File: src/rtl/vtc_ram.sv
// Generic single-port RAM with registered read.
`timescale 1ns / 1ps
`default_nettype none
module vtc_ram #(
  parameter int WIDTH = 32,
  parameter int DEPTH = 64
) (
  input  wire logic                     clk,
  input  wire logic                     we,
  input  wire logic [$clog2(DEPTH)-1:0] addr,
  input  wire logic [WIDTH-1:0]         wdata,
  output logic      [WIDTH-1:0]         rdata
);
  logic [WIDTH-1:0] mem [DEPTH];
  always_ff @(posedge clk) begin
    if (we) begin
      mem[addr] <= wdata;
    end
    rdata <= mem[addr];
  end
endmodule
`default_nettype wire

File: config.mk
export PLATFORM = sky130hd
export DESIGN_NAME = vtc_ram
export DESIGN_NICKNAME = d
export VERILOG_FILES = /design/src/rtl/vtc_ram.sv
export SDC_FILE = /design/constraint.sdc
export NUM_CORES = 2
export LEC_CHECK = 0
export BUFFER_PORTS_ARGS = -buffer_cell sky130_fd_sc_hd__buf_2
export CAP_MARGIN = 20
export CORE_MARGIN = 5
export CORE_UTILIZATION = 51
export DETAILED_ROUTE_END_ITERATION = 6
export PLACE_DENSITY = 0.76
export SLEW_MARGIN = 10
export SYNTH_ARGS = -nofsm -noshare
export SYNTH_HDL_FRONTEND = slang
export SYNTH_SLANG_ARGS = --single-unit
export TNS_END_PERCENT = 50
File: constraint.sdc
create_clock -name clk -period 4.9 [get_ports clk]
set_clock_uncertainty 0.1 [all_clocks]
set_input_delay 0.245 -clock clk [delete_from_list [all_inputs] [get_ports clk]]
set_output_delay 0.245 -clock clk [all_outputs]
set_load 0.02 [all_outputs]
==> results_dict.tcl <==
set metrics [dict create \
    cts_buffers 188 \
    io_pins 72 \
    syn_area_per_cell_um2 18.6 \
    final_cell_mix "edfxtp_1, mux2i_1, clkbuf_16, a22oi_1, a221oi_1" \
    cts_buffer_depth 3 \
    grt_use_total_pct 25.6 \
    worstMarginPinSlew_ns 1.17 \
    maxCapViolCount 0 \
    drv_slew 0 \
    fin_crit_sh_pct 66.8 \
    synth_ff_type "edfxtp_1" \
    cts_setup_buffers 0 \
    fmax_mhz 306 \
    final_util_pct 58.1 \
    worstSetupEndpointType "register" \
    dieArea_mm2 0.163 \
    violations "DRC" \
    synth_cells 4239 \
    seq_area_frac_synth_pct 78.7 \
    grt_pass1_wl_mm 305 \
    core_mm2 0.154 \
    async_flop_share_pct 0 \
    dpl.hpwl_mm 120 \
    ir_worst_vdd_uv 445 \
    grt_setup_unrepaired "false" \
    cts_resized 0 \
    period_needed_ns 3.27 \
    place.port_buffers 71 \
    hold_viol_final 0 \
    drc_errors 2 \
    synth_edf_count 2048 \
    grt_max_degree 99 \
    critPathMaxStageDelay_ns 0.73 \
    p_per_area_mw_per_mm2 409 \
    setup_viol 0 \
    fin_nets 4458 \
    yosysTopAreaCell "edfxtp_1" \
    crit_required_ns 5.44 \
    crit_top_cell "buf_4" \
    synthMuxAreaShare_pct 8.12 \
    ys_ff_latch 2080 \
    synthDistinctLibCells 56 \
    path_cells "buf_8, buf_4, buf_4, mux4_2, mux2i_1, nor2_1, a2111oi_0, nand3_1" \
    die_h_um 403 \
    cts_tree "built" \
    synthToLayoutAreaGrowth_pct 13.4 \
    drive_above_1_share_pct 19.1 \
    cp_slowest_cell "a2111oi_0" \
    root_buffer "clkbuf_16" \
    drt-initial-drc-count 6875 \
    grt_pass1_vias 43400 \
    path_clk_slew_ns 0.06 \
    start_util_pct 51.2 \
    crit_arrival_ns 3.81 \
    synth_top_family_by_area "compound AO/OA/AOI/OAI gates" \
    ant_nets 0 \
    firstDrtPassIters 7 \
    overflow 0 \
    slew_headroom_pct 22.0 \
    hold_class "in -> reg" \
    fillerInstances 10700 \
    wl_mm 213 \
    avgRoutedWirePerCell_um 32.1 \
    synth_xor_area_share_pct 0 \
    synthAdderAreaFrac_pct 0 \
    syn_nets 4279 \
    place.gp.congestion 0.872 \
    crit_type "in -> reg" \
    status "finished, violations left" \
    clkLatencyLatePin_ns 0.82 \
    synth.top_cell.area_share_pct 77.9 \
    cts.sinks 2080 \
    synth-compound-area-share_pct 8.66 \
    yosys.area_share.simple_pct 2.81 \
    worst-path-max-fanout 46 \
    startpoint_type "primary input" \
    vias 44500 \
    cts_max_level 4 \
    setup_tns_ns 0 \
    synthTopCellsByArea "edfxtp_1, mux2i_1, mux4_2" \
    fp.dieW_um 403 \
    rows 144 \
    final_common_cell "edfxtp_1" \
    cellLeakagePower_nw 28.8 \
    viasPerCell 6.70 \
    ys_warn_count 0 \
    syn_area_mm2 0.0789 \
    grt_antenna_before_repair 14 \
]
-- synth_stat cells, drive strengths merged, types with 15 or more instances --
| master | n |
|---|---|
| a221o | 15 |
| edfxtp | 2048 |
| mux4 | 96 |
| nand2 | 28 |
| a221oi | 175 |
| o22a | 70 |
| a22oi | 188 |
| a2111oi | 15 |
| nand3 | 54 |
| a22o | 66 |
| clkbuf | 169 |
| nor2 | 145 |
| o21ai | 85 |
| o22ai | 93 |
| dfxtp | 32 |
| a222oi | 16 |
| or4 | 15 |
| mux2i | 259 |
| and3 | 85 |
| buf | 129 |
| nand2b | 18 |
| a211oi | 17 |
| a21oi | 121 |
| o2bb2ai | 15 |
| a31oi | 43 |
| mux2 | 147 |
| nor3 | 22 |
-- repair_timing --
action,4_1_cts,5_1_grt
hold buffers,13,3
endpoints found under the setup margin,0,0
endpoints found under the hold margin,189,120
-- metal layers --
layer,GRT usage (%),routed length (um),share of wire [%],vias to the layer above
met5,0,70,0.033,-
met4,12.4,11800,5.6,10
met3,6.41,28000,13,577
met2,39.2,97800,46,3423
met1,34.8,75200,35,22400
li1,-,-,-,18000
-- through the flow --
step | total power [mW] | hold WS, ns | worst slack (ns) | area, um2 | cells
finish | 36.6 | 0.0317 | 1.63 | 89500 | 6635
global route | 37.5 | 0.0363 | 1.59 | 89500 | 6625
CTS | 36.6 | 0.000356 | 1.54 | 89300 | 6616
detailed placement | 22.1 | 0.513 | 0.810 | 83000 | 6250
global placement | 22.0 | 0.488 | 0.0167 | 83000 | 6247
floorplan | 21.1 | 0.244 | 1.32 | 78900 | 4239
-- path summary, 6_finish.rpt --
kind | cells past startpoint | from | slack, ns | to
max reg2reg | 5 | mem[21][19] | 2.21 | rdata[19]
min | 2 | wdata[26] | 0.03 | mem[47][26]
max | 8 | addr[1] | 1.63 | rdata[18]
min reg2reg | 3 | mem[32][19] | 0.54 | rdata[19]
-- worst max-delay path, delay by kind of cell --
family / cells / cell delay [ns]
compound gates: 1 / 0.73
buf+inv: 3 / 1.38
mux: 2 / 0.98
simple gates: 2 / 0.34
-- power by group --
| group | switching [mW] | internal [mW] | total (mW) |
|---|---|---|---|
| clock | 6.35 | 8.52 | 14.9 |
| sequential | 0.101 | 19.7 | 19.8 |
| combinational | 1.35 | 0.598 | 1.94 |
-- cell families after synthesis --
logic type / after synthesis
AO/OA/AOI/OAI: 933
flip-flops: 2080
buffers and inverters: 300
multiplexers: 502
AND/OR/NAND/NOR: 424
-- area by class of cell --
cell class                 count  area, um2  area share, %
clock buffer                 252       5130           5.73
antenna                       10       25.0         0.0280
inverter                       2       15.0         0.0168
sequential                  2080      62100           69.4
clock inverter               101       1080           1.21
multi-input combinational   1859      16100           17.9
tap                         2044       2560           2.86
timing repair buffer         287       2480           2.77
-- registers in the layout (all words and copies together), names as in the netlist --
register and cells:
mem 2048, rdata 32
(Power assumes the default switching activity.)
